**config.mk**
```make
export PLATFORM = sky130hd
export DESIGN_NAME = imhq_ctrl
export DESIGN_NICKNAME = d
export VERILOG_FILES = /design/src/design/imhq_pkg.sv /design/src/design/imhq_ctrl.sv
export VERILOG_INCLUDE_DIRS = /design/src /design/src/design
export SDC_FILE = /design/constraint.sdc
export NUM_CORES = 1
export LEC_CHECK = 0
export BUFFER_PORTS_ARGS = -buffer_cell sky130_fd_sc_hd__buf_2
export CAP_MARGIN = 20
export CORE_AREA = 4 4 41 43
export DETAILED_ROUTE_END_ITERATION = 8
export DIE_AREA = 0 0 45 47
export GPL_TIMING_DRIVEN = 1
export PLACE_DENSITY_LB_ADDON = 0.2
export RECOVER_POWER = 25
export SLEW_MARGIN = 15
export SYNTH_ARGS = -nofsm -noshare
export SYNTH_HDL_FRONTEND = slang
export SYNTH_SLANG_ARGS = --single-unit
```
**constraint.sdc**
```tcl
create_clock -name clk_i -period 2.7 [get_ports clk_i]
set_input_delay 0.135 -clock clk_i [delete_from_list [all_inputs] [get_ports clk_i]]
set_output_delay 0.135 -clock clk_i [all_outputs]
set_load 0.01 [all_outputs]
```
**src/design/assert_macros.svh**
```systemverilog
// Assertion helper macros
`ifndef ASSERT_MACROS_SVH
`define ASSERT_MACROS_SVH
`define ASSERT_IMPL(label, ante, cons, msg) \
  label: assert property (@(posedge clk_i) disable iff (!rst_ni) (ante) |-> (cons)) \
    else $error(msg);
`define ASSERT_NEXT(label, ante, cons, msg) \
  label: assert property (@(posedge clk_i) disable iff (!rst_ni) (ante) |=> (cons)) \
    else $error(msg);
`endif

```
**src/design/imhq_pkg.sv**
```systemverilog
// ----------------------------------------------------------------------------
// imhq_pkg
// Types and constants of the indexed min-heap queue.
// ----------------------------------------------------------------------------
package imhq_pkg;
  localparam int unsigned DefaultCapacity = 256;
  localparam int unsigned NumVertices = 256;

  typedef enum logic {
    OP_PUSH = 1'b0,
    OP_POP  = 1'b1
  } op_e;

  typedef enum logic [1:0] {
    ST_PUSHED    = 2'd0,
    ST_POPPED    = 2'd1,
    ST_POP_EMPTY = 2'd2,
    ST_PUSH_FULL = 2'd3
  } status_e;

  typedef struct packed {
    op_e               opcode;
    logic [7:0]        vertex_id;
    logic signed [63:0] priority_key;
  } in_item_t;

  typedef struct packed {
    logic [7:0]         out_vertex;
    logic signed [63:0] out_key;
    status_e            status;
    logic [8:0]         entry_count;
    logic               is_empty;
  } out_item_t;

  typedef enum logic [3:0] {
    S_IDLE,
    S_PUSH_WR,
    S_UP_RD,
    S_UP_CMP,
    S_POP_RD,
    S_POP_MOVE,
    S_DN_RDL,
    S_DN_RDR,
    S_DN_CMP,
    S_DONE
  } state_e;

  typedef struct packed {
    logic load;
    logic push_wr;
    logic up_rd;
    logic up_cmp;
    logic pop_rd;
    logic pop_move;
    logic dn_rdl;
    logic dn_rdr;
    logic dn_cmp;
    logic done;
  } cmd_t;

  typedef struct packed {
    logic full;
    logic empty;
    logic up_at_root;
    logic up_swap;
    logic dn_has_left;
    logic dn_has_right;
    logic dn_swap;
    logic cnt_zero;
  } sts_t;
endpackage

```
**src/design/imhq_ctrl.sv**
```systemverilog
// ----------------------------------------------------------------------------
// imhq_ctrl
// Sequencer of push sift-up and pop sift-down steps.
// ----------------------------------------------------------------------------
`include "assert_macros.svh"
module imhq_ctrl (
  input  logic              clk_i,
  input  logic              rst_ni,
  input  logic              start_i,
  input  imhq_pkg::op_e     opcode_i,
  input  imhq_pkg::sts_t    sts_i,
  output imhq_pkg::cmd_t    cmd_o,
  output logic              busy_o
);
  imhq_pkg::state_e state_q, state_d;

  always_ff @(posedge clk_i or negedge rst_ni) begin
    if (!rst_ni) begin
      state_q <= imhq_pkg::S_IDLE;
    end else begin
      state_q <= state_d;
    end
  end

  always_comb begin
    state_d = state_q;
    cmd_o   = '0;
    busy_o  = (state_q != imhq_pkg::S_IDLE);
    unique case (state_q)
      imhq_pkg::S_IDLE: begin
        if (start_i) begin
          cmd_o.load = 1'b1;
          if (opcode_i == imhq_pkg::OP_PUSH) begin
            state_d = sts_i.full ? imhq_pkg::S_DONE : imhq_pkg::S_PUSH_WR;
          end else begin
            state_d = sts_i.empty ? imhq_pkg::S_DONE : imhq_pkg::S_POP_RD;
          end
        end
      end
      imhq_pkg::S_PUSH_WR: begin
        cmd_o.push_wr = 1'b1;
        state_d = imhq_pkg::S_UP_RD;
      end
      imhq_pkg::S_UP_RD: begin
        cmd_o.up_rd = 1'b1;
        state_d = sts_i.up_at_root ? imhq_pkg::S_DONE : imhq_pkg::S_UP_CMP;
      end
      imhq_pkg::S_UP_CMP: begin
        cmd_o.up_cmp = 1'b1;
        state_d = sts_i.up_swap ? imhq_pkg::S_UP_RD : imhq_pkg::S_DONE;
      end
      imhq_pkg::S_POP_RD: begin
        cmd_o.pop_rd = 1'b1;
        state_d = imhq_pkg::S_POP_MOVE;
      end
      imhq_pkg::S_POP_MOVE: begin
        cmd_o.pop_move = 1'b1;
        state_d = sts_i.cnt_zero ? imhq_pkg::S_DONE : imhq_pkg::S_DN_RDL;
      end
      imhq_pkg::S_DN_RDL: begin
        cmd_o.dn_rdl = 1'b1;
        state_d = sts_i.dn_has_left ? imhq_pkg::S_DN_RDR : imhq_pkg::S_DONE;
      end
      imhq_pkg::S_DN_RDR: begin
        cmd_o.dn_rdr = 1'b1;
        state_d = imhq_pkg::S_DN_CMP;
      end
      imhq_pkg::S_DN_CMP: begin
        cmd_o.dn_cmp = 1'b1;
        state_d = sts_i.dn_swap ? imhq_pkg::S_DN_RDL : imhq_pkg::S_DONE;
      end
      imhq_pkg::S_DONE: begin
        cmd_o.done = 1'b1;
        state_d = imhq_pkg::S_IDLE;
      end
      default: state_d = imhq_pkg::S_IDLE;
    endcase
  end

  `ASSERT_IMPL(a_load_idle, cmd_o.load, state_q == imhq_pkg::S_IDLE, "load outside idle")
  `ASSERT_NEXT(a_done_idle, cmd_o.done, state_q == imhq_pkg::S_IDLE, "done not followed by idle")
  `ASSERT_IMPL(a_cmd_onehot, 1'b1, $onehot0(cmd_o), "multiple commands")
endmodule

```
; ---- After elaboration in Yosys (flattened, before gate mapping)
; Cells that the tools add are included.
[op_classes]
n_eq_ne = 10
n_reduce_logical = 2
mux = 21
[op_table]
columns = op, count
row1 = 4-bit two-way mux, 9
row2 = 4-bit case mux with 9 select lines, 1
row3 = 4-bit by 3-bit == test with 1-bit output (second input constant), 4
row4 = 1-bit two-way mux, 11
row5 = 4-bit by 2-bit == test with 1-bit output (second input constant), 2
row6 = 4-bit == test (second input constant), 2
row7 = 4-bit by 1-bit == test with 1-bit output (second input constant), 1
row8 = 4-bit zero test, 1
row9 = 4-bit nonzero test, 1
row10 = 2-bit != test (second input constant), 1
[totals]
reg_bits = 4
output_inout_bits = 11
inputBits = 12
elab_cells = 34

; ---- Logic depth before layout (Yosys ltp)
; Gate-level depths: netlist (run 1).
[logic_depth]
depth_word = 4
mapped_depth = 5
depth_no_buf = 4

; ---- Worst setup path after synthesis (run 1)
; Ideal clock, no wire load.
[synth_path]
path_type = register to register
start = reg state_q[1]
end = reg state_q[2]
period_less_slack_ns = 1.266
setup_slack_ns = 1.434
n_path_buf = 1
t_arrival_ns = 1.188
stages_incl_launch_ff = 5
cell_sequence = dfrtp_1 > buf_6 > nor3_1 > mux2_2 > a21oi_1
[synth_via]
elab_chain_len = 2
[synth_lines]
columns = item, line
row1 = from (decl), imhq_ctrl.sv:15  ; imhq_pkg::state_e state_q, state_d;
row2 = from (signal assigned), imhq_ctrl.sv:19  ; state_q <= imhq_pkg::S_IDLE;
row3 = from (signal assigned), imhq_ctrl.sv:21  ; state_q <= state_d;
row4 = 4-bit == test (tied with other cells), imhq_ctrl.sv:29  ; unique case (state_q)
row5 = 4-bit case mux with 9 select lines / 2-bit != test (equally long branches), -
; Several ways; a longest one is shown, not always the timed one.
; A chain may end at the register's enable or synchronous reset.

==> summary.md, run 1 <==
| Metric | Value |
|---|---|
| Outcome | finished, final reports clean |
| GPL Wtd Cong | ~0.73 |
| Die W | 45 um |
| Largest register FFs | 4 |
| Drt first-iter violations | 16 |
| Pwr dens | 1127 nW/um^2 |
| CP delay by family, top | flip-flops |
| Max cap viols | 0 |
| Mapped Cells | 54 |
| Sw power | 0.3036 mW |
| Seq/Total Area, Yosys | between 20% and 30% |
| Total GRT Usage | 12.58% |
| Endpoints failing setup | 0 |
| Die area | 2115 um^2 |
| CTS H-tree depth | 1 |
| Clock latency on the worst-skew pair | approximately 0.23 ns |
| Period utilization | 57.35% |
| TritonCTS buffer count | 3 |
| CTS tree | built |
| Logic gate share of total power | 56.9% |
| Arrival @ worst endpoint | 1.41 ns |
| Synth top area cells | dfrtp_1, nor3_1, nor2_1 |
| Post-route cell area | roughly 540 um^2 |
| Avg WL per Cell | about 12 um |
| Critical path's slowest cell | dfrtp_1 |
| Area leader, netlist | dfrtp_1 |
| Max-slew violations | 0 |
| Syn nets | between 60 and 70 |
| DRT Pass-1 Iters | 4 |
| Yosys cell types | 28 |
| Post-route setup TNS | 0 ns |
| RSZ-0062 raised after global routing | no |
| Required @ worst endpoint | 2.57 ns |
| Via count | 478 |
| WS Path Type | register to output port |
| Final layout net count | between 80 and 90 |
| Critical path's largest stage delay | 0.61 ns |
| Worst Hold Class | primary input to register |
| First-pass GRT wire length | a little under 2000 um |
| Initial Util | 33.08% |
| Worst-path clk slew | approximately 0.040 ns |
| Crit start category | register |
| Largest net degree at the start of global routing | 15 |
| Yosys warnings | 0 |
| Vias per inst | 5.311 |
| IO Count | 23 |
| Max_slew headroom | 63.52% |
| Core Box Area | 1301 um^2 |
| Reg with most FFs | state_q |
| P_int | 0.3099 mW |
| Worst path bufs/invs | 1 |
| Die height | between 40 and 50 um |
| CTS max path bufs | 2 |
| Worst-margin pin slew | between 0.5 and 0.6 ns |
| Antenna Nets Post-Route | 0 |
| HPWL after DPL | 846.5 um |
| Seq pwr share | 31.3% |
| Row cnt | 13 |
| Clock Power Share | between 10% and 20% |
| Layout Skew | around 0.0035 ns |
| Initial antenna violation count | 0 |
| Final min period | approximately 1.5 ns |
| Top Registers | state_q x4 |
| Ratio of cells with drive above 1 in the final layout | 40.00% |
| Critical Path, Cell by Cell | nand2b_1 -> nor3_1 -> buf_2 |
| Worst-path maximum fanout | 12 |
| Syn Area/Cell | 7.971 um^2 |
| Leakage | 0.2660 nW |
| Sw Ratio | roughly 50% |
| Residual DRC count | 0 |
| CP Capture Type | output port |
| Final wirelength | 1086 um |
| Grt total ovfl | 0 |
| Top cell type's share of synthesized area | 23.26% |
| Post-DP Area | 513.0 um^2 |
| # clock sinks | 4 |
| Filler cells | approximately 170 |
| Area growth, synth to finish | 26.45% |
| Fmax | 645.8 MHz |
| Ant diodes | 0 |
| Max IR drop VDD | 0.6186 mV |
| Number of global-route vias before repair | 454 |
| Seq cells post-synth | 4 |
| Clock root buffer | clkbuf_4 |
| Min setup slack post-route | around 1.2 ns |
| Pre-CTS WS | 1.209 ns |
| Port bufs | 21 |
| Final-report hold violation count | 0 |
| Synthesized area | between 400 and 500 um^2 |
worst paths after layout:
check,from,end,slack (ns),cells after the start
max reg2reg,state_q[0]$_DFFE_PN0P_,state_q[0]$_DFFE_PN0P_,1.21,3
min,sts_i[4],state_q[1]$_DFFE_PN0P_,0.25,3
max,state_q[2]$_DFFE_PN0P_,cmd_o[5],1.15,3
max in group asynchronous,rst_ni,state_q[3]$_DFFE_PN0P_,2.26,2
min reg2reg,state_q[1]$_DFFE_PN0P_,state_q[2]$_DFFE_PN0P_,0.82,3
min in group asynchronous,rst_ni,state_q[1]$_DFFE_PN0P_,0.26,2
cells by family (layout without fill, tap and decap cells):
| family | count (synthesis) | count (layout) | share of synthesized area (%) |
|---|---|---|---|
| AND/OR/NAND/NOR | 30 | 30 | 38.66 |
| multiplexers | 2 | 2 | 4.942 |
| buffers and inverters | 6 | 27 | 11.34 |
| AO/OA/AOI/OAI | 12 | 12 | 21.80 |
| flip-flops | 4 | 4 | 23.26 |
worst reg2reg max path: stages, from the launching register on:
cell and delay [ns]:
dfrtp_1 0.56, nor3_1 0.33, mux2_2 0.40, a21oi_1 0.12
power groups by stage:
stage               logic (mW)  clock network, mW  registers [mW]
floorplan                0.371                  0           0.111
global placement         0.349                  0           0.192
detailed placement       0.352                  0           0.192
CTS                      0.355             0.0764           0.191
global route             0.395             0.0815           0.204
finish                   0.349             0.0721           0.192
final cells by class:
cell class / instances / area [um^2] / share of cell area, %
Inverter: 2 / 7.507 / 1.379
Clock buffer: 3 / 22.52 / 4.138
Tap cell: 15 / 18.77 / 3.448
Timing Repair Buffer: 22 / 113.9 / 20.92
Sequential cell: 4 / 100.1 / 18.39
Multi-Input combinational cell: 44 / 281.5 / 51.72
per-stage QoR:
| stage | utilization [%] | hold WS, ns | instances | power [mW] |
|---|---|---|---|---|
| 4_1_cts | 41.92 | 0.2248 | 90 | 0.6229 |
| 3_3_place_gp | 39.42 | -0.06034 | 86 | 0.5405 |
| 3_5_place_dp | 39.42 | -0.05791 | 86 | 0.5443 |
| 6_report | 41.83 | 0.2452 | 90 | 0.6135 |
| 2_1_floorplan | - | -0.1606 | 54 | 0.4824 |
| 5_1_grt | 41.83 | 0.2733 | 90 | 0.6801 |
placed cells by master, fill, tap and decap left out:
cell	netlist	final
a211o_1	1	1
a21oi_1	3	3
a21oi_2	1	1
a22oi_2	1	1
and3_1	1	1
buf_2	1	20
clkbuf_1	0	1
clkbuf_4	0	3
dfrtp_1	4	4
dlygate4sd3_1	0	1
inv_1	2	2
mux2_2	1	1
mux2i_1	1	1
nand2_1	3	3
nand2_2	1	1
nand2b_1	4	4
nand2b_4	1	1
nand3_1	1	1
nor2_1	9	9
nor2_4	1	1
nor2b_1	1	1
nor3_1	7	7
nor4_2	1	1
o21a_1	1	1
o21ai_0	1	1
o221ai_1	1	1
o22a_1	1	1
o32a_1	1	1
o32ai_1	1	1
repair_timing:
item | 4_1_cts | 5_1_grt
hold buffers | 1 | 0
buffers inserted | 0 | 0
gates resized for setup | 0 | 0
hold endpoints to repair | 4 | 0
metal layers:
layer	share of wire, %	track usage (%)	wire length [um]	vias up
li1	-	-	-	238
met1	46	15.75	500	216
met2	44	19.49	477	22
met3	8.8	4.598	96	2
met4	1.1	5.263	12	0
met5	0	0	0	-
synthesized netlist by cell type:
cell type / n
a211o_1: 1
a21oi_1: 3
a21oi_2: 1
a22oi_2: 1
and3_1: 1
buf_2: 1
buf_6: 2
clkbuf_8: 1
dfrtp_1: 4
inv_1: 2
mux2_2: 1
mux2i_1: 1
nand2_1: 3
nand2_2: 1
nand2b_1: 4
nand2b_4: 1
nand3_1: 1
nor2_1: 9
nor2_4: 1
nor2b_1: 1
nor3_1: 7
nor4_2: 1
o21a_1: 1
o21ai_0: 1
o221ai_1: 1
o22a_1: 1
o32a_1: 1
o32ai_1: 1
(Power assumes the default switching activity.)
==> run 2: changes to the inputs <==
==> constraint.sdc (replaced) <==
create_clock -name clk_i -period 1.49 [get_ports clk_i]
set_input_delay 0.0745 -clock clk_i [delete_from_list [all_inputs] [get_ports clk_i]]
set_output_delay 0.0745 -clock clk_i [all_outputs]
set_load 0.01 [all_outputs]
==> run 2 against run 1 <==
Core utilization rose by 2.9 points. Critical path type unchanged. Sequential cell count is the same. Largest power group unchanged. Cell area rose by 6.9%. Cell count grew 5.6%. Clock power grew 83%. Critical endpoint is now cmd_o[9].
==> summary.md, run 2 (synthesis results as in run 1) <==
| Metric | Value |
|---|---|
| Die area | 2115 um^2 (unchanged) |
| Leakage | 0.2915 nW (was 0.2660 nW) |
| Layout Skew | 0.004887 ns (was 0.003507 ns) |
| Largest net degree at the start of global routing | 8 (was 15) |
| First-pass GRT wire length | 1883 um (was 1932 um) |
| Total GRT Usage | 12.49% (was 12.58%) |
| Number of global-route vias before repair | 441 (was 454) |
| Smallest hold slack | 0.1922 ns (was 0.2452 ns) |
| Antenna Nets Post-Route | 0 (unchanged) |
| Vias per inst | 4.989 (was 5.311) |
| Endpoints failing setup | 0 (unchanged) |
| Core Box Area | 1301 um^2 (unchanged) |
| Arrival @ worst endpoint | 1.35 ns (was 1.41 ns) |
| Crit start category | register (unchanged) |
| CP delay by family, top | flip-flops (unchanged) |
| Post-route setup TNS | 0 ns (unchanged) |
| Final wirelength | 1065 um (was 1086 um) |
| Critical Path, Cell by Cell | buf_4 -> nor2_1 -> and3_1 -> buf_2 (was nand2b_1 -> nor3_1 -> buf_2) |
| Port bufs | 21 (unchanged) |
| Final min period | 1.426 ns |
| Worst-margin pin slew | 0.2831 ns (was 0.5472 ns) |
| TritonCTS buffer count | 3 (unchanged) |
| Grt total ovfl | 0 (unchanged) |
| Max-slew violations | 0 (unchanged) |
| Period utilization | a little over nine tenths |
| Avg WL per Cell | 11.21 um (was 12.07 um) |
| Worst Hold Class | primary input to register (unchanged) |
| Critical path's slowest cell | dfrtp_1 (unchanged) |
| Die W | 45 um (unchanged) |
| Clock root buffer | clkbuf_4 (unchanged) |
| IO Count | 23 (unchanged) |
| GPL Wtd Cong | 0.7764 (was 0.7273) |
| PostCTS Resize Cnt | 0 (unchanged) |
| CP Capture Type | output port (unchanged) |
| Final layout net count | 94 (was 89) |
| CTS H-tree depth | 1 (unchanged) |
| Most frequent cells in the layout | buf_2, nor2_1, nor3_1 (unchanged) |
| Critical path's largest stage delay | 0.44 ns (was 0.61 ns) |
| Top Registers | state_q x4 (unchanged) |
| Max IR drop VDD | 0.7181 mV (was 0.6186 mV) |
| Most common cell after layout, fill and taps aside | buf_2 (unchanged) |
| Fmax | 701.3 MHz |
| RSZ-0062 raised after global routing | no (unchanged) |
| Initial antenna violation count | 0 (unchanged) |
| Worst-path clk slew | 0.04 ns (about the same) |
| Drt first-iter violations | 15 (was 16) |
| Row cnt | 13 (unchanged) |
| Max_slew headroom | 81.07% (was 63.52%) |
| Outcome | finished, final reports clean (unchanged) |
| Final Instance Count excl. Fillers | 95 (was 90) |
| Power Total | 1.202 mW (was 0.6135 mW) |
| Largest register FFs | 4 (unchanged) |
| CTS max path bufs | 2 (unchanged) |
| Residual DRC count | 0 (unchanged) |
| Required @ worst endpoint | 1.42 ns (was 2.57 ns) |
| CTS tree | built (unchanged) |
| Via count | 474 (was 478) |
| Util after Layout | 44.71% (was 41.83%) |
| Ratio of cells with drive above 1 in the final layout | 43.75% (was 40.00%) |
| Reg with most FFs | state_q (unchanged) |
| DRT Pass-1 Iters | 4 (unchanged) |
| Clock latency on the worst-skew pair | 0.23 ns (about the same) |
| Dpl cells | 91 (was 86) |
| Final-report hold violation count | 0 (unchanged) |
| Area growth, synth to finish | 35.17% (was 26.45%) |
| Worst-path maximum fanout | 7 (was 12) |
| CTS Hold Bufs | 1 (unchanged) |
| Die height | 47 um (unchanged) |
| Initial Util | 33.08% (unchanged) |
| Worst path bufs/invs | 2 (was 1) |
| Post-CTS Setup Bufs | 0 (unchanged) |
| Max cap viols | 0 (unchanged) |
| WS Path Type | register to output port (unchanged) |
| # clock sinks | 4 (unchanged) |
| Ant diodes | 0 (unchanged) |
| Pwr dens | 2066 nW/um^2 (was 1127 nW/um^2) |
| HPWL after DPL | 872.8 um (was 846.5 um) |
[run 2: cell count changes in the layout (fill, tap and decap cells not counted)]
| cell | delta |
|---|---|
| buf_4 | +5 |
[run 2: where the power goes]
group | switching [mW] | total (mW) | internal [mW] | leakage, nW
logic | 0.438 | 0.827 | 0.389 | 0.226
registers | 0.0820 | 0.243 | 0.161 | 0.0514
clock network | 0.0422 | 0.132 | 0.0900 | 0.0138
total | 0.562 | 1.20 | 0.640 | 0.291
[run 2: final cells by class]
cell class                 count  area, um^2
tap                           15       18.77
sequential                     4       100.1
fill                         144       719.4
multi-input combinational     44       281.5
clock buffer                   3       22.52
inverter                       2       7.507
timing repair buffer          27       151.4
[run 2: worst paths after layout]
| path | start | end | slack, ns | cells after the start |
|---|---|---|---|---|
| worst max register to register | state_q[0]$_DFFE_PN0P_ | state_q[0]$_DFFE_PN0P_ | 0.17 | 3 |
| worst min-delay path | sts_i[4] | state_q[1]$_DFFE_PN0P_ | 0.19 | 3 |
| worst min register to register | state_q[3]$_DFFE_PN0P_ | state_q[1]$_DFFE_PN0P_ | 0.75 | 3 |
| max in group asynchronous | rst_ni | state_q[0]$_DFFE_PN0P_ | 1.11 | 2 |
| min in group asynchronous | rst_ni | state_q[1]$_DFFE_PN0P_ | 0.20 | 2 |
| worst max-delay path | state_q[3]$_DFFE_PN0P_ | cmd_o[9] | 0.06 | 4 |
[run 2: metal layers]
| metal | share of wire, % | track usage, % | wire length, um |
|---|---|---|---|
| met5 | 0 | 0 | 0 |
| met4 | 1.1 | 3.509 | 12 |
| met3 | 8.3 | 5.747 | 88 |
| met2 | 46 | 20.34 | 488 |
| met1 | 45 | 14.81 | 475 |
[run 2: metrics by stage]
stage	setup WS (ns)	instance area (um^2)
finish	0.06411	581.8
detailed placement	0.1713	550.5
CTS	0.06102	583.1
global placement	0.1638	550.5
floorplan	0.2241	430.4
global route	0.0004453	581.8
[run 2: worst min-delay path, stage by stage]
cell,delay [ns]
buf_2,0.10
o221ai_1,0.13
nand2_1,0.09
==> run 3: changes to the inputs <==
--- a/config.mk
+++ b/config.mk
@@ -14,6 +14,7 @@
 export GPL_TIMING_DRIVEN = 1
 export PLACE_DENSITY_LB_ADDON = 0.2
 export RECOVER_POWER = 25
+export SETUP_SLACK_MARGIN = 0.2
 export SLEW_MARGIN = 15
 export SYNTH_ARGS = -nofsm -noshare
 export SYNTH_HDL_FRONTEND = slang
==> run 3 against run 2 <==
Clock-buffer cell count stayed put. Cell area up 23%. Core utilization rose by 10 points. First-iteration DRC count fell by 80%. Clock power about the same. Die area is the same. Cell count rose by 7.4%. Critical endpoint unchanged. Highest routed layer unchanged.
==> summary.md, run 3 (synthesis results as in run 1) <==
| Metric | Value |
|---|---|
| GPL Wtd Cong | 0.7764 (unchanged) |
| First-pass GRT wire length | 1987 um (was 1883 um) |
| IO Count | 23 (unchanged) |
| Residual DRC count | 0 (unchanged) |
| Final min period | 1.301 ns (was 1.426 ns) |
| Arrival @ worst endpoint | 1.23 ns (was 1.35 ns) |
| Reg with most FFs | state_q (unchanged) |
| Fmax | 768.9 MHz (was 701.3 MHz) |
| Avg WL per Cell | 11.82 um (was 11.21 um) |
| Post-DP Area | 550.5 um^2 (unchanged) |
| Core Box Area | 1301 um^2 (unchanged) |
| Post-route cell area | 715.7 um^2 (was 581.8 um^2) |
| Largest register FFs | 4 (unchanged) |
| CTS tree | built (unchanged) |
| Hold depth | 3 (unchanged) |
| Min setup slack post-route | 0.1894 ns (was 0.06411 ns) |
| Number of global-route vias before repair | 476 (was 441) |
| Initial antenna violation count | 0 (unchanged) |
| Top Registers | state_q x4 (unchanged) |
| Largest net degree at the start of global routing | 8 (unchanged) |
| Antenna Nets Post-Route | 0 (unchanged) |
| Total GRT Usage | 13.03% (was 12.49%) |
| Max cap viols | 0 (unchanged) |
| Outcome | finished, final reports clean (unchanged) |
| Port bufs | 21 (unchanged) |
| Layout Skew | 0.002553 ns (was 0.004887 ns) |
| Clock root buffer | clkbuf_4 (unchanged) |
| Smallest hold slack | 0.1874 ns (was 0.1922 ns) |
| Clock latency on the worst-skew pair | 0.24 ns (was 0.23 ns) |
| Worst-path clk slew | 0.04 ns (about the same) |
| Final layout net count | 101 (was 94) |
| Max IR drop VDD | 0.9486 mV (was 0.7181 mV) |
| Ant diodes | 0 (unchanged) |
| Die W | 45 um (unchanged) |
| Most common cell after layout, fill and taps aside | buf_2 (unchanged) |
| Vias per inst | 5.098 (was 4.989) |
| R2r worst-path depth | 5 (was 3) |
| Row cnt | 13 (unchanged) |
| Grt total ovfl | 0 (unchanged) |
| Drt first-iter violations | 3 (was 15) |
| Final-report hold violation count | 0 (unchanged) |
| # clock sinks | 4 (unchanged) |
| Worst-path maximum fanout | 7 (unchanged) |
| Final wirelength | 1206 um (was 1065 um) |
| Ratio of cells with drive above 1 in the final layout | 62.07% (was 43.75%) |
| Post-route setup TNS | 0 ns (unchanged) |
| Worst-margin pin slew | 0.2516 ns (was 0.2831 ns) |
| HPWL after DPL | 872.8 um (unchanged) |
| Initial Util | 33.08% (unchanged) |
| Period utilization | 87.29% (was 95.70%) |
| Crit start category | register (unchanged) |
| Worst Hold Class | primary input to register (unchanged) |
| Most frequent cells in the layout | buf_2, buf_4, nor2_1 (was buf_2, nor2_1, nor3_1) |
| Max_slew headroom | 83.09% (was 81.07%) |
| Leakage | 0.3452 nW (was 0.2915 nW) |
| Max-slew violations | 0 (unchanged) |
| Required @ worst endpoint | 1.42 ns (about the same) |
| CTS H-tree depth | 1 (unchanged) |
| Die area | 2115 um^2 (unchanged) |
| RSZ-0062 raised after global routing | yes (was no) |
| Pre-CTS WS | 0.1713 ns (unchanged) |
| CTS max path bufs | 2 (unchanged) |
| Pwr dens | 2167 nW/um^2 (was 2066 nW/um^2) |
| Endpoints failing setup | 0 (unchanged) |
| Die height | 47 um (unchanged) |
| WS Path Type | register to output port (unchanged) |
| Via count | 520 (was 474) |
| DRT Pass-1 Iters | 3 (was 4) |
| TritonCTS buffer count | 3 (unchanged) |
| CP Capture Type | output port (unchanged) |
| Area growth, synth to finish | 66.28% (was 35.17%) |
[run 3: cell type report]
cell class / instances / area (um^2)
fillers: 133 / 585.6
well taps: 15 / 18.77
repair buffers: 34 / 219.0
multi-input cells: 44 / 342.8
clock buffers: 3 / 22.52
inverters: 2 / 7.507
flip-flops and latches: 4 / 105.1
[run 3: worst paths after layout]
kind | startpoint | endpoint | slack (ns)
worst max-delay path | state_q[2]$_DFFE_PN0P_ | cmd_o[9] | 0.19
worst min-delay path | sts_i[4] | state_q[1]$_DFFE_PN0P_ | 0.19
worst max register to register | state_q[0]$_DFFE_PN0P_ | state_q[3]$_DFFE_PN0P_ | 0.23
worst min register to register | state_q[3]$_DFFE_PN0P_ | state_q[0]$_DFFE_PN0P_ | 0.72
max in group asynchronous | rst_ni | state_q[0]$_DFFE_PN0P_ | 1.09
min in group asynchronous | rst_ni | state_q[1]$_DFFE_PN0P_ | 0.20
[run 3: per-stage QoR]
stage	cells	power, mW	util, %
2_1_floorplan	54	0.8742	-
3_5_place_dp	91	1.076	42.31
4_1_cts	99	1.369	49.71
3_3_place_gp	91	1.076	42.31
5_1_grt	102	1.698	55.00
6_report	102	1.551	55.00
[run 3: timing repair]
item                                    4_1_cts  5_1_grt
hold buffers                                  1        0
setup buffers                                 4        3
endpoints found under the setup margin        8       10
gates resized for setup                      10       11
hold endpoints to repair                      4        0
pin swaps                                     0        1
[run 3: worst max-delay path: stages, from the launching register on]
cell     delay, ns
dfrtp_2       0.45
buf_6         0.16
nor2_4        0.10
and3_1        0.16
buf_2         0.12
[run 3: metal layers]
layer  up-vias  GRT usage (%)  wire length, um  part of all wire, %
li1        258              -                -                    -
met1       239          15.00              498                   41
met2        19          22.03              584                   48
met3         4          5.747               99                  8.2
met4         0          3.509               24                  2.0
met5         -              0                0                    0
[run 3: power breakdown]
part / internal [mW] / switching [mW] / leakage (nW) / total [mW]
logic: 0.601 / 0.548 / 0.285 / 1.15
clock network: 0.0901 / 0.0452 / 0.0138 / 0.135
registers: 0.171 / 0.0955 / 0.0461 / 0.267
total: 0.862 / 0.689 / 0.345 / 1.55
